==> src/sv/pprp_pkg.sv <==
package pprp_pkg;

	localparam int MAX_PERIOD_FRAMES = 1024;
	localparam int DESCRIPTOR_SLOTS  = 32;
	localparam int SLOT_W            = $clog2(DESCRIPTOR_SLOTS);
	localparam int FPP_W             = 11;
	localparam int RING_W            = 15;
	localparam int FIFO_DEPTH        = 4;
	localparam int FIFO_PTR_W        = $clog2(FIFO_DEPTH);
	localparam int FIFO_CNT_W        = $clog2(FIFO_DEPTH + 1);

	localparam int CFG_ADDR_W = 3;
	localparam int CFG_DATA_W = 24;

	localparam logic [CFG_ADDR_W-1:0] REG_CHANNELS  = 3'd0;
	localparam logic [CFG_ADDR_W-1:0] REG_FORMAT    = 3'd1;
	localparam logic [CFG_ADDR_W-1:0] REG_FPP       = 3'd2;
	localparam logic [CFG_ADDR_W-1:0] REG_PERIODS   = 3'd3;
	localparam logic [CFG_ADDR_W-1:0] REG_THRESHOLD = 3'd4;

	localparam logic [1:0] OP_DATA = 2'd0;
	localparam logic [1:0] OP_SEAL = 2'd1;
	localparam logic [1:0] OP_KICK = 2'd2;
	localparam logic [1:0] OP_DROP = 2'd3;

	localparam logic [1:0] KIND_FRAME  = 2'd0;
	localparam logic [1:0] KIND_COMMIT = 2'd1;
	localparam logic [1:0] KIND_REJECT = 2'd2;

	localparam int IN_DATA_W  = 16;
	localparam int OUT_DATA_W = 80;

	typedef struct packed {
		logic [1:0]              kind;
		logic [RING_W-1:0]       ring_frame;
		logic signed [15:0]      left_sample;
		logic signed [15:0]      right_sample;
		logic [SLOT_W-1:0]       slot_index;
		logic [FPP_W-1:0]        silence_from;
		logic [FPP_W-1:0]        silence_count;
		logic                    start_engine;
		logic                    last_result;
	} result_t;

endpackage

==> src/sv/pcm_period_ring_packer.sv <==
// PCM period ring packer. Raw PCM bytes (U8 or S16LE, mono or stereo) enter one transaction
// per cycle on the s_ side, with the opcode in s_tuser. Each completed frame leaves as a stereo
// S16 frame write; a full period, a sealed or kicked tail or a padding period leaves as a commit to
// the next descriptor slot. An input transaction gives zero, one or two results, which queue in a
// four-entry result buffer. The block takes one input per cycle while that buffer has room for
// two results, so the sustained rate is one byte per cycle as long as the m_ side drains one
// result per cycle; an item that yields two results needs two output transfers. An accepted input
// is held in the input register, and its results are then written into the result buffer. Writes
// to channel count, sample format, frames per period or periods in ring clear the stream, as a
// drop does; the configuration port is meant to be written only while the block is idle.
module pcm_period_ring_packer (
	input  logic                                 clk,
	input  logic                                 arst_n,
	input  logic                                 cfg_we,
	input  logic [pprp_pkg::CFG_ADDR_W-1:0]      cfg_addr,
	input  logic [pprp_pkg::CFG_DATA_W-1:0]      cfg_wdata,
	input  logic                                 s_tvalid,
	output logic                                 s_tready,
	input  logic [pprp_pkg::IN_DATA_W-1:0]       s_tdata,   // data_byte, engine_slot
	input  logic [1:0]                           s_tuser,   // opcode
	output logic                                 m_tvalid,
	input  logic                                 m_tready,
	// ring_frame, left_sample, right_sample, slot_index, silence_from, silence_count,
	// start_engine
	output logic [pprp_pkg::OUT_DATA_W-1:0]      m_tdata,
	output logic [1:0]                           m_tuser,   // kind
	output logic                                 m_tlast    // last_result
);
	import pprp_pkg::*;

	// configuration
	logic [1:0]            chan_q;
	logic                  fmt_q;
	logic [FPP_W-1:0]      fpp_q;
	logic [SLOT_W-1:0]     pir_q;
	logic [23:0]           thr_q;

	// stream state
	logic [23:0]           carry_q;
	logic [1:0]            carry_cnt_q;
	logic [FPP_W-1:0]      asm_q;
	logic [SLOT_W-1:0]     slot_q;
	logic [SLOT_W-1:0]     rp_q;
	logic [47:0]           staged_q;
	logic                  run_q;

	// input register
	logic                  valid_s1;
	logic [1:0]            op_s1;
	logic [7:0]            byte_s1;
	logic [SLOT_W-1:0]     eslot_s1;

	// result buffer
	result_t               fifo_q [FIFO_DEPTH];
	logic [FIFO_PTR_W-1:0] wr_ptr_q;
	logic [FIFO_PTR_W-1:0] rd_ptr_q;
	logic [FIFO_CNT_W-1:0] cnt_q;

	logic                  proc;
	logic                  rd;
	logic [FPP_W-1:0]      f_eff;
	logic [SLOT_W-1:0]     p_eff;
	logic [SLOT_W-1:0]     outst;
	logic                  full;
	logic [15:0]           prod;
	logic [RING_W-1:0]     base;
	logic [RING_W-1:0]     base_nx;
	logic [SLOT_W-1:0]     rp_inc;
	logic [SLOT_W-1:0]     rp_nx;
	logic [SLOT_W-1:0]     rp_inc2;
	logic [SLOT_W-1:0]     rp_nx2;
	logic [47:0]           thr48;
	logic [47:0]           staged1;
	logic [47:0]           staged2;
	logic                  stereo;
	logic                  wide;
	logic [1:0]            last_idx;
	logic                  frame_done;
	logic [31:0]           word;
	logic [15:0]           lsamp;
	logic [15:0]           rsamp;
	logic [FPP_W-1:0]      asm_inc;
	logic                  is_data;
	logic                  is_seal;
	logic                  is_kick;
	logic                  is_sk;
	logic                  c1;
	logic                  c2;
	logic                  start1;
	logic                  start2;
	logic                  run_a;
	logic                  run_b;
	logic                  pend;
	logic                  late;
	logic [SLOT_W-1:0]     slot_a;
	logic [SLOT_W-1:0]     slot_b;
	logic [SLOT_W-1:0]     rp_a;
	logic [SLOT_W-1:0]     rp_b;
	logic [SLOT_W-1:0]     out_a;
	logic [RING_W-1:0]     base_a;
	logic [47:0]           staged_a;
	logic [47:0]           staged_a1;
	logic [47:0]           staged_b;
	logic [FPP_W-1:0]      sfrom1;
	logic [FPP_W-1:0]      scnt1;
	result_t               res_frame;
	result_t               res_c1;
	result_t               res_c2;
	result_t               res_rej;
	result_t               res0;
	result_t               res1;
	logic [1:0]            nres;
	result_t               head;

	assign rd       = m_tvalid && m_tready;
	assign proc     = valid_s1 && (cnt_q <= FIFO_CNT_W'(FIFO_DEPTH - 2));
	assign s_tready = !valid_s1 || proc;

	always_comb begin
		f_eff = (fpp_q == '0 || fpp_q > FPP_W'(MAX_PERIOD_FRAMES)) ?
			FPP_W'(MAX_PERIOD_FRAMES) : fpp_q;
		p_eff = (pir_q == '0) ? SLOT_W'(DESCRIPTOR_SLOTS - 1) : pir_q;
		outst = slot_q - eslot_s1;
		full  = outst >= SLOT_W'(DESCRIPTOR_SLOTS - 1);

		prod    = 16'(rp_q) * 16'(f_eff);
		base    = prod[RING_W-1:0];
		rp_inc  = rp_q + 1'b1;
		rp_nx   = (rp_inc == p_eff) ? '0 : rp_inc;
		rp_inc2 = rp_nx + 1'b1;
		rp_nx2  = (rp_inc2 == p_eff) ? '0 : rp_inc2;
		base_nx = (rp_nx == '0) ? '0 : base + RING_W'(f_eff);

		thr48   = {24'd0, thr_q};
		staged1 = staged_q + 48'(f_eff);
		staged2 = staged_q + 48'({f_eff, 1'b0});

		stereo     = chan_q != 2'd1;
		wide       = fmt_q;
		last_idx   = (stereo && wide) ? 2'd3 : ((stereo || wide) ? 2'd1 : 2'd0);
		frame_done = carry_cnt_q == last_idx;
		word       = {8'd0, carry_q} | ({24'd0, byte_s1} << {carry_cnt_q, 3'b000});
		if (wide) begin
			lsamp = word[15:0];
			rsamp = stereo ? word[31:16] : word[15:0];
		end else begin
			lsamp = {word[7:0] ^ 8'h80, 8'h00};
			rsamp = stereo ? {word[15:8] ^ 8'h80, 8'h00} : {word[7:0] ^ 8'h80, 8'h00};
		end
		asm_inc = asm_q + 1'b1;

		is_data = op_s1 == OP_DATA;
		is_seal = op_s1 == OP_SEAL;
		is_kick = op_s1 == OP_KICK;
		is_sk   = is_seal || is_kick;

		c1 = (is_data && !full && frame_done && asm_inc == f_eff)
			|| (is_seal && asm_q != '0 && !full)
			|| (is_kick && !run_q && outst == '0 && asm_q != '0);
		sfrom1 = is_data ? f_eff : asm_q;
		scnt1  = is_data ? '0 : f_eff - asm_q;

		start1    = !run_q && staged1 >= thr48;
		run_a     = c1 ? (run_q || start1) : run_q;
		slot_a    = c1 ? slot_q + 1'b1 : slot_q;
		rp_a      = c1 ? rp_nx : rp_q;
		out_a     = c1 ? outst + 1'b1 : outst;
		base_a    = c1 ? base_nx : base;
		staged_a  = c1 ? staged1 : staged_q;
		staged_a1 = c1 ? staged2 : staged1;

		// padding period when the engine would start on a single slot
		pend   = is_sk && !run_a && out_a != '0;
		c2     = pend && out_a == SLOT_W'(1) && p_eff >= SLOT_W'(2);
		start2 = !run_a && staged_a1 >= thr48;
		run_b  = c2 ? (run_a || start2) : run_a;
		late   = pend && !run_b;
		slot_b   = c2 ? slot_a + 1'b1 : slot_a;
		rp_b     = c2 ? (c1 ? rp_nx2 : rp_nx) : rp_a;
		staged_b = c2 ? staged_a1 : staged_a;

		res_rej      = '0;
		res_rej.kind = KIND_REJECT;

		res_frame              = '0;
		res_frame.kind         = KIND_FRAME;
		res_frame.ring_frame   = base + RING_W'(asm_q);
		res_frame.left_sample  = lsamp;
		res_frame.right_sample = rsamp;

		res_c1               = '0;
		res_c1.kind          = KIND_COMMIT;
		res_c1.ring_frame    = base;
		res_c1.slot_index    = slot_q;
		res_c1.silence_from  = sfrom1;
		res_c1.silence_count = scnt1;
		res_c1.start_engine  = start1 || (late && !c2);

		res_c2               = '0;
		res_c2.kind          = KIND_COMMIT;
		res_c2.ring_frame    = base_a;
		res_c2.slot_index    = slot_a;
		res_c2.silence_count = f_eff;
		res_c2.start_engine  = (start2 && !run_a) || late;

		res0 = res_c1;
		res1 = res_c2;
		nres = 2'd0;
		if (is_data) begin
			if (full) begin
				res0 = res_rej;
				nres = 2'd1;
			end else if (frame_done) begin
				res0 = res_frame;
				res1 = res_c1;
				nres = c1 ? 2'd2 : 2'd1;
			end
		end else if (is_sk) begin
			if (c1) begin
				nres = c2 ? 2'd2 : 2'd1;
			end else if (c2) begin
				res0 = res_c2;
				nres = 2'd1;
			end
		end
		res0.last_result = nres == 2'd1;
		res1.last_result = 1'b1;
		if (!proc) begin
			nres = 2'd0;
		end

		head = fifo_q[rd_ptr_q];
	end

	assign m_tvalid = cnt_q != '0;
	assign m_tuser  = head.kind;
	assign m_tlast  = head.last_result;
	assign m_tdata  = {5'd0, head.start_engine, head.silence_count, head.silence_from,
		head.slot_index, head.right_sample, head.left_sample, head.ring_frame};

	always_ff @(posedge clk) begin
		if (nres != 2'd0) begin
			fifo_q[wr_ptr_q] <= res0;
		end
		if (nres == 2'd2) begin
			fifo_q[wr_ptr_q + 1'b1] <= res1;
		end
	end

	always_ff @(posedge clk or negedge arst_n) begin
		if (!arst_n) begin
			wr_ptr_q <= '0;
			rd_ptr_q <= '0;
			cnt_q    <= '0;
		end else begin
			wr_ptr_q <= wr_ptr_q + FIFO_PTR_W'(nres);
			if (rd) begin
				rd_ptr_q <= rd_ptr_q + 1'b1;
			end
			cnt_q <= cnt_q + FIFO_CNT_W'(nres) - FIFO_CNT_W'(rd);
		end
	end

	always_ff @(posedge clk or negedge arst_n) begin
		if (!arst_n) begin
			valid_s1 <= 1'b0;
		end else if (s_tready) begin
			valid_s1 <= s_tvalid;
		end
	end

	always_ff @(posedge clk) begin
		if (s_tvalid && s_tready) begin
			op_s1    <= s_tuser;
			byte_s1  <= s_tdata[7:0];
			eslot_s1 <= s_tdata[8 +: SLOT_W];
		end
	end

	always_ff @(posedge clk or negedge arst_n) begin
		if (!arst_n) begin
			chan_q      <= 2'd2;
			fmt_q       <= 1'b1;
			fpp_q       <= FPP_W'(MAX_PERIOD_FRAMES);
			pir_q       <= SLOT_W'(DESCRIPTOR_SLOTS - 1);
			thr_q       <= 24'd1;
			carry_q     <= '0;
			carry_cnt_q <= '0;
			asm_q       <= '0;
			slot_q      <= '0;
			rp_q        <= '0;
			staged_q    <= '0;
			run_q       <= 1'b0;
		end else if (cfg_we) begin
			unique case (cfg_addr)
				REG_CHANNELS:  chan_q <= cfg_wdata[1:0];
				REG_FORMAT:    fmt_q  <= cfg_wdata[0];
				REG_FPP:       fpp_q  <= cfg_wdata[FPP_W-1:0];
				REG_PERIODS:   pir_q  <= cfg_wdata[SLOT_W-1:0];
				REG_THRESHOLD: thr_q  <= cfg_wdata[23:0];
				default: ;
			endcase
			if (cfg_addr == REG_CHANNELS || cfg_addr == REG_FORMAT
					|| cfg_addr == REG_FPP || cfg_addr == REG_PERIODS) begin
				carry_q     <= '0;
				carry_cnt_q <= '0;
				asm_q       <= '0;
				slot_q      <= '0;
				rp_q        <= '0;
				staged_q    <= '0;
				run_q       <= 1'b0;
			end
		end else if (proc) begin
			if (op_s1 == OP_DROP) begin
				carry_q     <= '0;
				carry_cnt_q <= '0;
				asm_q       <= '0;
				slot_q      <= '0;
				rp_q        <= '0;
				staged_q    <= '0;
				run_q       <= 1'b0;
			end else begin
				if (is_data) begin
					if (!full) begin
						if (frame_done) begin
							carry_q     <= '0;
							carry_cnt_q <= '0;
							asm_q       <= c1 ? '0 : asm_inc;
						end else begin
							carry_q     <= word[23:0];
							carry_cnt_q <= carry_cnt_q + 1'b1;
						end
					end
				end else begin
					if (is_seal) begin
						carry_q     <= '0;
						carry_cnt_q <= '0;
					end
					if (c1) begin
						asm_q <= '0;
					end
				end
				slot_q   <= slot_b;
				rp_q     <= rp_b;
				staged_q <= staged_b;
				run_q    <= run_b || late;
			end
		end
	end

	a_fifo_bound: assert property (@(posedge clk) disable iff (!arst_n)
		cnt_q <= FIFO_CNT_W'(FIFO_DEPTH))
		else $error("result buffer overrun");

	a_asm_bound: assert property (@(posedge clk) disable iff (!arst_n)
		asm_q < f_eff)
		else $error("assembled frames reached the period length");

	a_rp_bound: assert property (@(posedge clk) disable iff (!arst_n)
		rp_q < p_eff)
		else $error("ring period beyond ring size");

	a_reject_keeps: assert property (@(posedge clk) disable iff (!arst_n)
		proc && is_data && full && !cfg_we |=>
			$stable(carry_q) && $stable(carry_cnt_q) && $stable(asm_q) && $stable(slot_q))
		else $error("rejected byte altered stream state");

	a_drop_clears: assert property (@(posedge clk) disable iff (!arst_n)
		proc && op_s1 == OP_DROP |=> !run_q && slot_q == '0 && asm_q == '0)
		else $error("drop left stream state behind");

endmodule
==> config.mk <==
export PLATFORM = sky130hd
export DESIGN_NAME = pcm_period_ring_packer
export DESIGN_NICKNAME = d
export VERILOG_FILES = /design/src/sv/pprp_pkg.sv /design/src/sv/pcm_period_ring_packer.sv
export SDC_FILE = /design/constraint.sdc
export NUM_CORES = 1
export LEC_CHECK = 0
export BUFFER_PORTS_ARGS = -buffer_cell sky130_fd_sc_hd__clkbuf_2
export CAP_MARGIN = 15
export CORE_ASPECT_RATIO = 0.5
export CORE_UTILIZATION = 40
export CTS_CLUSTER_SIZE = 20
export DETAILED_ROUTE_END_ITERATION = 8
export MAX_ROUTING_LAYER = met4
export RECOVER_POWER = 25
export REMOVE_ABC_BUFFERS = 1
export SYNTH_ARGS = -nofsm -noshare
export SYNTH_HDL_FRONTEND = slang
export SYNTH_SLANG_ARGS = --single-unit
==> constraint.sdc <==
create_clock -name clk -period 9.95 [get_ports clk]
set_input_delay 0.4975 -clock clk [delete_from_list [all_inputs] [get_ports clk]]
set_output_delay 0.4975 -clock clk [all_outputs]
set_load 0.01 [all_outputs]
==> flow_metrics.tcl <==
set metrics [dict create \
    status "finished, violations left" \
    violations "capacitance limit, slew limit" \
    cts_hold_buf 4 \
    p_per_area_nw_per_um2 181 \
    register_area_um2 12100 \
    globalRouteOverflowTotal 0 \
    die_width_um 389 \
    timing.final.ws_setup_ps 1150 \
    required_ps 10230 \
    critPathCaptureType "register" \
    whs_ps 32.2 \
    dp_cells 4134 \
    cts_root_buf "clkbuf_16" \
    synth_top_family_by_area "compound AO/OA/AOI/OAI gates" \
    setup_viol 0 \
    post_cts_buffers 0 \
    antenna_found_initial 4 \
    fin_crit_sh_pct 88.4 \
    path_clk_slew_ps 70 \
    crit_slowest_cell "or4b_1" \
    cpMostUsedCell "ha_1" \
    clockBufferDepth 3 \
    core_area_um2 73500 \
    grt_max_degree 89 \
    via_per_inst 5.94 \
    clk_latency_ps 650 \
    ir_worst_vdd_mv 0.139 \
    vias 25100 \
    nFillCells 7053 \
    slew_headroom_pct -132 \
    htreeDepth 2 \
    nets 3447 \
    cp-start-kind "register" \
    async_reset_ff_share_pct 31.0 \
    fmax_ghz 0.114 \
    drc 0 \
    synth-simple-area-share_pct 15.9 \
    ant_nets 0 \
    routed_wl_mm 91.9 \
    cts_made_buffers 47 \
    grt_pass1_vias 24400 \
    critPathArrivalTime_ps 9080 \
    synthAdderAreaFrac_pct 8.40 \
    die_area_um2 75900 \
    clkSinkCount 474 \
    drt-wirelength-per-cell_um 21.7 \
    synth_top_flop_cell "edfxtp_1" \
    synthCells 3208 \
    fin_cells 4228 \
    cp_max_fo 34 \
    cp_slowest_stage_delay_ps 710 \
    drive_gt1_share_pct 12.7 \
    top_layer "met4" \
    skew_ps 56.8 \
    grt_pass1_wl_mm 143 \
    rsz0062_at_grt "false" \
    muxShareOfSynthArea_pct 8.24 \
    syn_area_um2 29900 \
    syn_to_final_growth_pct 10.4 \
    synth_seq_cells 474 \
    grt_usage_pct 24.8 \
    worstMarginPinSlew_ps 3480 \
    ctsResizeCount 0 \
    ios 135 \
    cts_tree "yes" \
    met2_length_mm 42.0 \
    p_leak_nw 13.0 \
    dp_slack_ps 1330 \
    fin_area_um2 33000 \
    dpl.hpwl_mm 62.4 \
    initial_core_util_pct 40.7 \
    critical_path_class "register to register" \
    ys_types 84 \
    hold_viol_final 0 \
    rows 70 \
    synth-edff-count 187 \
    multi_input_area_um2 16500 \
    die_h_um 195 \
    min_period_ps 8800 \
    hold_class "primary input to register" \
    dr_wl_met3_mm 6.30 \
    firstDrtPassIters 7 \
    place_area_um2 31400 \
    drt_iter0_drc 2430 \
    wl_met1_mm 41.3 \
    numPortBuffers 126 \
    cap_viol_max_count 6 \
    synth_seq_area_share_pct 40.5 \
    synth_compound_gate_area_share_pct 18.3 \
    synth_xor_area_share_pct 3.94 \
    drv_slew 253 \
    place.gp.congestion 0.951 \
    yosysWarnings 0 \
    avgSynthCellArea_um2 9.32 \
    post-route-util_pct 45.0 \
]
-- worst max-delay path, delay by kind of cell (launching register included) --
kind / cells / cell delay [ps]
fa+ha+maj: 3 / 790
flops: 1 / 650
compound gates: 9 / 1420
xor+xnor: 1 / 250
simple gates: 14 / 4870
buf+inv: 2 / 410
-- where the power goes --
group / leakage (nW) / internal [W] / total, W / switching, W
Clock: 0.791 / 0.00103 / 0.00188 / 0.000857
Combinational: 7.19 / 0.000694 / 0.00174 / 0.00105
Sequential: 4.98 / 0.00215 / 0.00236 / 0.000214
Total: 13.0 / 0.00387 / 0.00599 / 0.00212
-- worst paths after layout --
check | startpoint | slack [ps] | cells after the start | endpoint
worst max-delay path | fpp_q[10] | 1150 | 29 | fifo_q[3][13]
worst max register to register | fpp_q[10] | 1150 | 29 | fifo_q[3][13]
worst min-delay path | s_tuser[0] | 30 | 1 | op_s1[0]
min in group asynchronous | arst_n | 1250 | 2 | carry_q[1]
worst min register to register | fifo_q[1][52] | 470 | 2 | fifo_q[1][52]
max in group asynchronous | arst_n | 1940 | 4 | staged_q[9]
-- cell usage after synthesis (22+ instances only) --
cell / instances / area [um^2]
mux2_2: 30 / 338
nand3_1: 160 / 801
buf_1: 27 / 101
nor2b_1: 35 / 219
a31oi_1: 32 / 200
clkbuf_1: 188 / 706
and2_1: 42 / 263
o31ai_1: 41 / 308
a211oi_1: 22 / 165
ha_1: 148 / 1850
o211ai_1: 23 / 173
o22ai_1: 126 / 788
nand2_1: 327 / 1230
nor4_1: 22 / 138
a22oi_1: 24 / 180
nor3_1: 59 / 295
edfxtp_1: 187 / 5620
nand4_1: 31 / 194
a21o_1: 39 / 293
fa_1: 33 / 661
nor2_1: 239 / 897
xnor2_1: 91 / 797
a21oi_1: 207 / 1040
inv_1: 123 / 462
and3_1: 25 / 156
mux2i_1: 37 / 370
dfxtp_1: 140 / 2800
o21ai_0: 272 / 1360
xor2_1: 41 / 359
mux4_2: 78 / 1760
dfrtp_1: 138 / 3450
-- cell usage in the layout (no fill, tap or decap), drive strengths merged, types with 42 or more instances in the layout --
cell and n:
xnor2 91, clkbuf 191, dfrtp 138, a21oi 208, and2 42, dfxtp 140, inv 131, edfxtp 187
nor3 59, nand3 161, mux4 78, buf 57, ha 148, o21ai 272, nor2 240, o22ai 126
nand2 327
-- registers in the layout, indices dropped and copies added (netlist names), 8 cells and up --
name	flops
thr_q	24
carry_q	24
asm_q	11
fpp_q	11
fifo_q	312
staged_q	48
byte_s1	8
-- logic make-up (layout without fill, tap and decap cells) --
kind of cell / count (synthesis) / count (layout)
AO/OA/AOI/OAI: 898 / 898
XOR/XNOR: 133 / 133
adder cells (fa/ha/maj): 181 / 181
buffers and inverters: 359 / 402
flip-flops: 474 / 474
multiplexers: 145 / 145
other: 1 / 6
AND/OR/NAND/NOR: 1017 / 1017
-- layer usage --
metal  GRT usage (%)  vias to the layer above
met5               -                        -
met4            6.63                        0
met2            38.7                      794
met3            4.50                      144
met1            33.1                    12400
li1                -                    11800
-- area by class of cell --
class                   count  area share (%)
clock buffers              62            3.99
flip-flops and latches    474            36.7
clock inverters            26           0.822
well taps                 972            3.68
repair buffers            190            3.49
diodes                      1         0.00758
multi-input cells        2379            49.9
inverters                 124            1.41
-- through the flow --
stage / TNS [ps] / total power (W)
finish: 0 / 0.00599
global route: 0 / 0.00629
CTS: 0 / 0.00603
detailed placement: 0 / 0.00414
global placement: 0 / 0.00411
floorplan: -5760 / 0.00351
Power figures use the tool's default switching activity.
